File: src/rtl/gsa_pkg.sv
// Package for the generational slot allocator.
// Holds request and status codes, the sequencer state type and the
// free-bit search helper. No dependencies.
package gsa_pkg;

    localparam int WORD_W   = 64;
    localparam int WORD_LOG = 6;
    localparam int GEN_W    = 16;
    localparam int LIVE_W   = 7;
    localparam int IDX_W    = 6;

    typedef enum logic [1:0] {
        REQ_ALLOC  = 2'd0,
        REQ_FREE   = 2'd1,
        REQ_LOOKUP = 2'd2,
        REQ_NONE   = 2'd3
    } req_t;

    typedef enum logic [2:0] {
        ST_OK    = 3'd0,
        ST_FULL  = 3'd1,
        ST_LIMIT = 3'd2,
        ST_DEAD  = 3'd3,
        ST_GEN   = 3'd4
    } status_t;

    typedef enum logic [1:0] {
        S_IDLE,
        S_EXEC,
        S_SCAN,
        S_RESP
    } state_t;

    // Lowest zero bit of w at or above start: {found, position}.
    function automatic logic [WORD_LOG:0] find_zero(
        input logic [WORD_W-1:0]   w,
        input logic [WORD_LOG-1:0] start
    );
        logic [WORD_W-1:0]   m;
        logic [WORD_LOG:0]   r;
        m = ~w & ({WORD_W{1'b1}} << start);
        r = '0;
        for (int i = WORD_W - 1; i >= 0; i--)
        begin
            if (m[i])
            begin
                r = {1'b1, WORD_LOG'(i)};
            end
        end
        return r;
    endfunction

endpackage

File: src/rtl/gsa_store.sv
// Slot store: generation memory (one entry per slot) and alive-bit memory
// (one 64-bit word per 64 slots), both with registered reads.
// Runs a clearing pass after reset. Depends on gsa_pkg.
module gsa_store
    import gsa_pkg::*;
#(
    parameter int SLOTS = 64
) (
    input  logic              clk,
    input  logic              rst_n,
    input  logic [$clog2(SLOTS)-1:0] rd_slot,
    input  logic [((SLOTS + WORD_W - 1) / WORD_W > 1 ?
                   $clog2((SLOTS + WORD_W - 1) / WORD_W) : 1) - 1:0] rd_word,
    output logic [GEN_W-1:0]  gen_rdata,
    output logic [WORD_W-1:0] word_rdata,
    input  logic              wr_en,
    input  logic [$clog2(SLOTS)-1:0] wr_slot,
    input  logic [GEN_W-1:0]  wr_gen,
    input  logic [WORD_W-1:0] wr_word,
    output logic              busy
);

    localparam int SW     = $clog2(SLOTS);
    localparam int NWORDS = (SLOTS + WORD_W - 1) / WORD_W;
    localparam int WA_W   = NWORDS > 1 ? $clog2(NWORDS) : 1;

    logic [GEN_W-1:0]  gen_mem  [0:SLOTS-1];
    logic [WORD_W-1:0] word_mem [0:NWORDS-1];

    logic [SW-1:0] clr_reg, clr_next;
    logic          busy_reg, busy_next;
    logic [WA_W-1:0] wr_word_addr;

    assign wr_word_addr = WA_W'(wr_slot >> WORD_LOG);
    assign busy = busy_reg;

    always_comb
    begin
        clr_next  = clr_reg + SW'(1);
        busy_next = busy_reg && (clr_reg != SW'(SLOTS - 1));
    end

    always_ff @(posedge clk or negedge rst_n)
    begin
        if (!rst_n)
        begin
            clr_reg  <= '0;
            busy_reg <= 1'b1;
        end
        else if (busy_reg)
        begin
            clr_reg  <= clr_next;
            busy_reg <= busy_next;
        end
    end

    always_ff @(posedge clk)
    begin
        if (busy_reg)
        begin
            gen_mem[clr_reg] <= '0;
            if (clr_reg < SW'(NWORDS))
            begin
                word_mem[clr_reg[WA_W-1:0]] <= '0;
            end
        end
        else if (wr_en)
        begin
            gen_mem[wr_slot]       <= wr_gen;
            word_mem[wr_word_addr] <= wr_word;
        end
    end

    always_ff @(posedge clk)
    begin
        gen_rdata  <= gen_mem[rd_slot];
        word_rdata <= word_mem[rd_word];
    end

endmodule

File: src/rtl/generational_slot_allocator.sv
// Generational slot allocator, top level.
// Sequencer around gsa_store; holds next-free pointer, live count, limit.
// Depends on gsa_pkg and gsa_store.
//
// Usage:
//   Requests enter on in_valid/in_ready with req_type, slot_index and
//   generation_in; one result item leaves on out_valid/out_ready with ok,
//   status, slot_out, generation_out and live_count_out.
//   max_live is written through cfg_wr_en/cfg_wr_data; the user must write
//   it only while idle, as the block does not enforce this. An accepted item
//   goes through the execute state, any scan states and the response state,
//   which loads the result into the output register; a new item is taken only
//   in the idle state. A successful allocate scans further 64-slot alive words
//   to find the next free slot. The search and the generation read-modify-write
//   go through the store, one alive word per cycle. Reset: a clearing pass
//   zeroes the store; in_ready stays low until it ends. max_live resets to 64.
//   A stalled result sits in the output register; the next item is still
//   taken and waits in the response state until the output is free.
module generational_slot_allocator
    import gsa_pkg::*;
#(
    parameter int SLOTS = 64
) (
    input  logic              clk,
    input  logic              rst_n,
    input  logic              in_valid,
    output logic              in_ready,
    input  logic [1:0]        req_type,
    input  logic [IDX_W-1:0]  slot_index,
    input  logic [GEN_W-1:0]  generation_in,
    output logic              out_valid,
    input  logic              out_ready,
    output logic              ok,
    output logic [2:0]        status,
    output logic [IDX_W-1:0]  slot_out,
    output logic [GEN_W-1:0]  generation_out,
    output logic [LIVE_W-1:0] live_count_out,
    input  logic              cfg_wr_en,
    input  logic [LIVE_W-1:0] cfg_wr_data
);

    localparam int SW     = $clog2(SLOTS);
    localparam int NF_W   = $clog2(SLOTS + 1);
    localparam int PW     = NF_W + WORD_LOG;
    localparam int NWORDS = (SLOTS + WORD_W - 1) / WORD_W;
    localparam int WA_W   = NWORDS > 1 ? $clog2(NWORDS) : 1;

    state_t state_reg, state_next;

    logic [1:0]        req_reg;
    logic [PW-1:0]     tgt_reg;
    logic [IDX_W-1:0]  idx_reg;
    logic [GEN_W-1:0]  gin_reg;
    logic [WA_W-1:0]   scan_reg, scan_next;
    logic [NF_W-1:0]   next_free_reg, next_free_next;
    logic [LIVE_W-1:0] live_reg, live_next;
    logic [LIVE_W-1:0] max_live_reg;

    logic              res_ok_reg, res_ok_next;
    logic [2:0]        res_status_reg, res_status_next;
    logic [IDX_W-1:0]  res_slot_reg, res_slot_next;
    logic [GEN_W-1:0]  res_gen_reg, res_gen_next;

    logic              out_valid_reg;
    logic              ok_reg;
    logic [2:0]        status_reg;
    logic [IDX_W-1:0]  slot_out_reg;
    logic [GEN_W-1:0]  gen_out_reg;
    logic [LIVE_W-1:0] live_out_reg;

    logic              busy;
    logic [GEN_W-1:0]  gen_rdata;
    logic [WORD_W-1:0] word_rdata;
    logic [SW-1:0]     rd_slot;
    logic [WA_W-1:0]   rd_word;
    logic              wr_en;
    logic [GEN_W-1:0]  wr_gen;
    logic [WORD_W-1:0] wr_word;

    logic              accept;
    logic              load_out;
    logic [PW-1:0]     tgt_in;
    logic [PW-1:0]     tgt_word;
    logic [PW-1:0]     cand;
    logic [PW-1:0]     nxt_word;
    logic [PW-1:0]     hit_pos;
    logic [WORD_LOG:0] ff;
    logic [WORD_W-1:0] bit_mask;
    logic              alive_hit;
    logic              alloc_ok;
    logic              go_scan;

    gsa_store #(
        .SLOTS(SLOTS)
    ) u_store (
        .clk       (clk),
        .rst_n     (rst_n),
        .rd_slot   (rd_slot),
        .rd_word   (rd_word),
        .gen_rdata (gen_rdata),
        .word_rdata(word_rdata),
        .wr_en     (wr_en),
        .wr_slot   (tgt_reg[SW-1:0]),
        .wr_gen    (wr_gen),
        .wr_word   (wr_word),
        .busy      (busy)
    );

    assign in_ready = (state_reg == S_IDLE) && !busy;
    assign accept   = in_valid && in_ready;
    assign load_out = (state_reg == S_RESP) && (!out_valid_reg || out_ready);

    assign tgt_in   = (req_type == REQ_ALLOC) ? PW'(next_free_reg) : PW'(slot_index);
    assign tgt_word = tgt_reg >> WORD_LOG;
    assign cand     = tgt_reg + PW'(1);
    assign bit_mask = {{(WORD_W - 1){1'b0}}, 1'b1} << tgt_reg[WORD_LOG-1:0];
    assign alive_hit = (tgt_reg < PW'(SLOTS)) && word_rdata[tgt_reg[WORD_LOG-1:0]];
    assign alloc_ok = (live_reg < max_live_reg) && (next_free_reg < NF_W'(SLOTS));

    // next state
    always_comb
    begin
        state_next = state_reg;
        unique case (state_reg)
            S_IDLE:
            begin
                if (accept)
                begin
                    state_next = S_EXEC;
                end
            end
            S_EXEC:
            begin
                state_next = go_scan ? S_SCAN : S_RESP;
            end
            S_SCAN:
            begin
                state_next = go_scan ? S_SCAN : S_RESP;
            end
            S_RESP:
            begin
                if (load_out)
                begin
                    state_next = S_IDLE;
                end
            end
            default: state_next = S_IDLE;
        endcase
    end

    // datapath
    always_comb
    begin
        rd_slot         = tgt_in[SW-1:0];
        rd_word         = WA_W'(tgt_in >> WORD_LOG);
        wr_en           = 1'b0;
        wr_gen          = gen_rdata;
        wr_word         = word_rdata;
        scan_next       = scan_reg;
        next_free_next  = next_free_reg;
        live_next       = live_reg;
        res_ok_next     = res_ok_reg;
        res_status_next = res_status_reg;
        res_slot_next   = res_slot_reg;
        res_gen_next    = res_gen_reg;
        go_scan         = 1'b0;
        ff              = '0;
        nxt_word        = '0;
        hit_pos         = '0;
        unique case (state_reg)
            S_IDLE:
            begin
            end
            S_EXEC:
            begin
                res_ok_next     = 1'b0;
                res_status_next = ST_OK;
                res_slot_next   = '0;
                res_gen_next    = '0;
                case (req_reg)
                    REQ_ALLOC:
                    begin
                        if (live_reg >= max_live_reg)
                        begin
                            res_status_next = ST_LIMIT;
                        end
                        else if (!alloc_ok)
                        begin
                            res_status_next = ST_FULL;
                        end
                        else
                        begin
                            wr_en           = 1'b1;
                            wr_gen          = gen_rdata + GEN_W'(1);
                            wr_word         = word_rdata | bit_mask;
                            live_next       = live_reg + LIVE_W'(1);
                            res_ok_next     = 1'b1;
                            res_slot_next   = tgt_reg[IDX_W-1:0];
                            res_gen_next    = gen_rdata + GEN_W'(1);
                            // search the updated word first, then later words
                            if ((cand >> WORD_LOG) == tgt_word)
                            begin
                                ff       = find_zero(word_rdata | bit_mask,
                                                     cand[WORD_LOG-1:0]);
                                nxt_word = tgt_word + PW'(1);
                            end
                            else
                            begin
                                nxt_word = cand >> WORD_LOG;
                            end
                            hit_pos = (tgt_word << WORD_LOG) | PW'(ff[WORD_LOG-1:0]);
                            if (ff[WORD_LOG])
                            begin
                                next_free_next = (hit_pos < PW'(SLOTS)) ?
                                                 NF_W'(hit_pos) : NF_W'(SLOTS);
                            end
                            else if (nxt_word >= PW'(NWORDS))
                            begin
                                next_free_next = NF_W'(SLOTS);
                            end
                            else
                            begin
                                go_scan   = 1'b1;
                                rd_word   = WA_W'(nxt_word);
                                scan_next = WA_W'(nxt_word);
                            end
                        end
                    end
                    REQ_FREE, REQ_LOOKUP:
                    begin
                        res_slot_next = idx_reg;
                        if (!alive_hit)
                        begin
                            res_status_next = ST_DEAD;
                        end
                        else if (gen_rdata != gin_reg)
                        begin
                            res_status_next = ST_GEN;
                        end
                        else
                        begin
                            res_ok_next = 1'b1;
                            if (req_reg == REQ_FREE)
                            begin
                                wr_en   = 1'b1;
                                wr_word = word_rdata & ~bit_mask;
                                if (tgt_reg < PW'(next_free_reg))
                                begin
                                    next_free_next = NF_W'(tgt_reg);
                                end
                                if (live_reg != '0)
                                begin
                                    live_next = live_reg - LIVE_W'(1);
                                end
                            end
                        end
                    end
                    default:
                    begin
                    end
                endcase
            end
            S_SCAN:
            begin
                ff       = find_zero(word_rdata, '0);
                hit_pos  = (PW'(scan_reg) << WORD_LOG) | PW'(ff[WORD_LOG-1:0]);
                nxt_word = PW'(scan_reg) + PW'(1);
                if (ff[WORD_LOG])
                begin
                    next_free_next = (hit_pos < PW'(SLOTS)) ?
                                     NF_W'(hit_pos) : NF_W'(SLOTS);
                end
                else if (nxt_word >= PW'(NWORDS))
                begin
                    next_free_next = NF_W'(SLOTS);
                end
                else
                begin
                    go_scan   = 1'b1;
                    rd_word   = WA_W'(nxt_word);
                    scan_next = WA_W'(nxt_word);
                end
            end
            S_RESP:
            begin
            end
            default:
            begin
            end
        endcase
    end

    always_ff @(posedge clk or negedge rst_n)
    begin
        if (!rst_n)
        begin
            state_reg     <= S_IDLE;
            next_free_reg <= '0;
            live_reg      <= '0;
            max_live_reg  <= LIVE_W'(64);
            out_valid_reg <= 1'b0;
        end
        else
        begin
            state_reg     <= state_next;
            next_free_reg <= next_free_next;
            live_reg      <= live_next;
            if (cfg_wr_en)
            begin
                max_live_reg <= cfg_wr_data;
            end
            if (load_out)
            begin
                out_valid_reg <= 1'b1;
            end
            else if (out_ready)
            begin
                out_valid_reg <= 1'b0;
            end
        end
    end

    always_ff @(posedge clk)
    begin
        if (accept)
        begin
            req_reg <= req_type;
            tgt_reg <= tgt_in;
            idx_reg <= slot_index;
            gin_reg <= generation_in;
        end
        scan_reg       <= scan_next;
        res_ok_reg     <= res_ok_next;
        res_status_reg <= res_status_next;
        res_slot_reg   <= res_slot_next;
        res_gen_reg    <= res_gen_next;
        if (load_out)
        begin
            ok_reg       <= res_ok_reg;
            status_reg   <= res_status_reg;
            slot_out_reg <= res_slot_reg;
            gen_out_reg  <= res_gen_reg;
            live_out_reg <= live_reg;
        end
    end

    assign out_valid      = out_valid_reg;
    assign ok             = ok_reg;
    assign status         = status_reg;
    assign slot_out       = slot_out_reg;
    assign generation_out = gen_out_reg;
    assign live_count_out = live_out_reg;

    a_no_accept_while_clearing: assert property (
        @(posedge clk) disable iff (!rst_n) busy |-> !in_ready)
        else $error("item accepted during clearing pass");

    a_accept_to_exec: assert property (
        @(posedge clk) disable iff (!rst_n) accept |=> (state_reg == S_EXEC))
        else $error("accepted item did not reach execute");

    a_next_free_range: assert property (
        @(posedge clk) disable iff (!rst_n) next_free_reg <= NF_W'(SLOTS))
        else $error("next-free pointer beyond pool");

    a_ok_status: assert property (
        @(posedge clk) disable iff (!rst_n) (out_valid_reg && ok_reg) |-> (status_reg == ST_OK))
        else $error("successful result with failure status");

endmodule
File: config.mk
export PLATFORM = sky130hd
export DESIGN_NAME = generational_slot_allocator
export DESIGN_NICKNAME = d
export VERILOG_FILES = /design/src/rtl/gsa_pkg.sv /design/src/rtl/gsa_store.sv /design/src/rtl/generational_slot_allocator.sv
export SDC_FILE = /design/constraint.sdc
export NUM_CORES = 2
export LEC_CHECK = 0
export BUFFER_PORTS_ARGS = -buffer_cell sky130_fd_sc_hd__buf_2
export CORE_MARGIN = 1.5
export CORE_UTILIZATION = 32
export CTS_CLUSTER_SIZE = 10
export DETAILED_ROUTE_END_ITERATION = 7
export GPL_ROUTABILITY_DRIVEN = 0
export SYNTH_ARGS = -nofsm -noshare
export SYNTH_HDL_FRONTEND = slang
export SYNTH_HIERARCHICAL = 1
export SYNTH_SLANG_ARGS = --single-unit
export TNS_END_PERCENT = 1
File: constraint.sdc
create_clock -name clk -period 7.5 [get_ports clk]
set_input_delay 1.5 -clock clk [delete_from_list [all_inputs] [get_ports clk]]
set_output_delay 1.5 -clock clk [all_outputs]
set_load 0.03 [all_outputs]
==> results.py <==
metrics = {
    "power": {
        "cellInternalPower_mw": 13.0,
        "power_density_mw_per_mm2": 287,
        "cellLeakagePower_nw": 18.8,
        "switching_share_pct": 27.7,
        "pwr-share-seq_pct": 46.7,
        "netsw_mw": 4.99,
        "ir_drop_uv": 186,
        "comb_power_share_pct": 16.9,
        "clock_power_share_pct": 36.3,
    },
    "synthesis": {
        "mappedNetlistArea_sq_mm": 0.0552,
        "synth_warnings": 6,
        "number_of_instances_in_the_synthesized_netlist": 3438,
        "mappedNetlistNets": 3512,
        "syn_area_per_cell_sq_um": 16.0,
    },
    "route": {
        "drt_wl_total_mm": 148,
        "ant_nets": 0,
        "detailedRoute.firstIterationViolations": 3965,
        "viasPerCell": 5.46,
        "drcViolationCount": 0,
        "routedWlPerCell_um": 24.9,
        "detail_route.first_pass.iterations": 8,
        "vias": 32600,
    },
    "sta": {
        "finalCritPeriodShare_pct": 86.7,
        "setup_slack_ns": 0.998,
        "tightest_slew_ns": 1.29,
        "timing.hold.ws_ns": 0.319,
        "timing.clock.skew_ns": 0.0396,
        "maxSlewViolCount": 0,
        "min_tclk_post_route_ns": 6.50,
        "maxSlewHeadroom_pct": 14.1,
        "timing.final.hold_violations": 0,
        "timing.fmax_mhz": 154,
        "timing.final.setup_violations": 0,
        "finalSetupTns_ns": 0,
        "grt_setup_unrepaired": "false",
    },
    "floorplan": {
        "core_sq_mm": 0.171,
        "floorplan.die_area_sq_mm": 0.175,
        "die_height_um": 418,
        "design.portCount": 71,
        "die_x_um": 418,
        "placementRows": 152,
        "initial_utilization_pct": 32.2,
    },
    "worst_setup_path": {
        "timing.critical_path.fanout_max": 18,
        "rr_endpoint": "u_store/gen_mem[1][13]",
        "worstPathBufferInverterCount": 0,
        "data_arrival_critical_path_ns": 6.88,
        "cp_top_family": "simple AND/OR/NAND/NOR gates",
        "critPathSlowestCell": "sky130_fd_sc_hd__edfxtp_1",
        "critical_path.cell_chain": "mux4_1, mux2i_1, mux4_2, a2bb2oi_1, nor2_1, a21oi_1, nor3_1, nor2b_4, mux2i_1, nand2b_1, nand2b_1, nor2_2",
        "worst_r2r_path_depth": 12,
        "path_depth": 12,
        "worst_setup_path_startpoint": "tgt_reg[0]",
        "critPathMaxStageDelay_ns": 0.99,
        "criticalPathCategory": "flip-flop to flip-flop",
        "reg2reg_slack_ns": 1.0,
        "crit_path_end_kind": "flip-flop",
        "critPathLaunchType": "flip-flop",
        "timing.critical_path.to": "u_store/gen_mem[1][13]",
        "r2r_start": "tgt_reg[0]",
        "worst-endpoint-required_ns": 7.88,
    },
    "cts": {
        "clock_insertion_delay_worst_skew_ns": 0.78,
        "cts.reportedPaths.clkPinSlew_ns": 0.06,
        "tritoncts.num_buffers": 148,
        "cts_repair_resize_count": 0,
        "clock-root-buffer": "sky130_fd_sc_hd__clkbuf_16",
        "clkSinkCount": 1290,
        "post-cts-setup-buffers": 0,
        "htree_levels": 4,
        "ctsHoldBuffers": 0,
        "cts_tree": "done",
        "clock_path_buffers": 3,
    },
    "placement": {
        "pre_cts_slack_ns": 1.19,
        "dpl-instance-area_sq_mm": 0.0584,
        "port_buffers": 70,
        "detailedPlacementHpwl_mm": 94.5,
    },
    "finish": {
        "reg_top3": "u_store/gen_mem (1024), u_store/word_mem (64), u_store/word_rdata (64)",
        "most_common_cell_after_layout_fill_and_taps_aside": "sky130_fd_sc_hd__edfxtp_1",
        "layout.cells.most_common_list": "sky130_fd_sc_hd__edfxtp_1, sky130_fd_sc_hd__mux4_2, sky130_fd_sc_hd__a21oi_1",
        "largest_register": "u_store/gen_mem",
        "stdcell_area_sq_mm": 0.0626,
        "filler_cell_count": 15900,
        "finalNetCount": 3643,
        "layout-drive-gt1-share_pct": 19.7,
        "area.growth.synth_to_final_pct": 13.6,
        "largest_register_ff_count": 1024,
    },
    "hold_path": {
        "worstHoldPathType": "flip-flop to flip-flop",
    },
    "global_route": {
        "grt.total_usage_pct": 16.8,
        "gr_overflow_total": 0,
        "grt_first_pass_wirelength_mm": 218,
        "grt_start_max_net_pins": 83,
        "number_of_global_route_vias_before_repair": 32100,
        "grt_antenna_before_repair": 3,
    },
    "flow_run": {
        "max-cap-violations": 0,
    },
    "run_status": {
        "result_of_the_run": "finished, final reports clean",
    },
}
-- power by group through the flow --
stage	registers (mW)	clock network, mW	logic (mW)
after floorplan	8.57	0	1.99
after global placement	8.54	0	3.01
after CTS	8.41	6.67	3.04
after detailed placement	8.55	0	3.02
final	8.40	6.53	3.04
after global routing	8.43	6.95	3.25
-- per-stage QoR --
step / instances / total power [mW] / util [%]
after floorplan: 3438 / 10.6 / -
after global placement: 5729 / 11.6 / 34.1
after detailed placement: 5729 / 11.6 / 34.1
after CTS: 5958 / 18.1 / 36.6
after global routing: 5959 / 18.6 / 36.6
final: 5961 / 18.0 / 36.6
-- per-layer routing --
metal	wire length (um)	track usage [%]	part of all wire [%]	up-vias
met2	70300	26.8	47	1533
met1	61300	23.0	41	16800
met5	0	0	0	-
met3	12000	3.24	8.1	301
li1	-	-	-	13900
met4	4590	5.43	3.1	0
-- worst register-to-register path, cell delays in order, from the launching register on --
cell	delay [ns]
sky130_fd_sc_hd__edfxtp_1	0.99
sky130_fd_sc_hd__mux4_1	0.43
sky130_fd_sc_hd__mux2i_1	0.09
sky130_fd_sc_hd__mux4_2	0.57
sky130_fd_sc_hd__a2bb2oi_1	0.24
sky130_fd_sc_hd__nor2_1	0.16
sky130_fd_sc_hd__a21oi_1	0.11
sky130_fd_sc_hd__nor3_1	0.79
sky130_fd_sc_hd__nor2b_4	0.39
sky130_fd_sc_hd__mux2i_1	0.79
sky130_fd_sc_hd__nand2b_1	0.21
sky130_fd_sc_hd__nand2b_1	0.45
sky130_fd_sc_hd__nor2_2	0.89
-- how the worst min path moves through the flow --
stage / start / end / depth (start not counted)
after floorplan: u_store/word_mem[0][0] / u_store/word_rdata[0] / 0
after global placement: u_store/word_mem[0][27] / u_store/word_rdata[27] / 0
after detailed placement: u_store/word_mem[0][23] / u_store/word_rdata[23] / 0
after CTS: u_store/word_mem[0][62] / u_store/word_rdata[62] / 0
after global routing: u_store/word_mem[0][62] / u_store/word_rdata[62] / 0
final: u_store/word_mem[0][62] / u_store/word_rdata[62] / 0
-- final cells by class --
| cell class | count | area [sq um] | share of cell area, % |
|---|---|---|---|
| Antenna cell | 3 | 7.51 | 0.0120 |
| Sequential cell | 1290 | 37800 | 60.3 |
| Tap cell | 2310 | 2890 | 4.61 |
| Multi-Input combinational cell | 1887 | 16200 | 25.9 |
| Timing Repair Buffer | 186 | 1250 | 1.99 |
| Clock buffer | 212 | 3990 | 6.36 |
| Clock inverter | 17 | 302 | 0.481 |
| Inverter | 56 | 210 | 0.336 |
No activity file was read; power rests on OpenSTA's default activity.
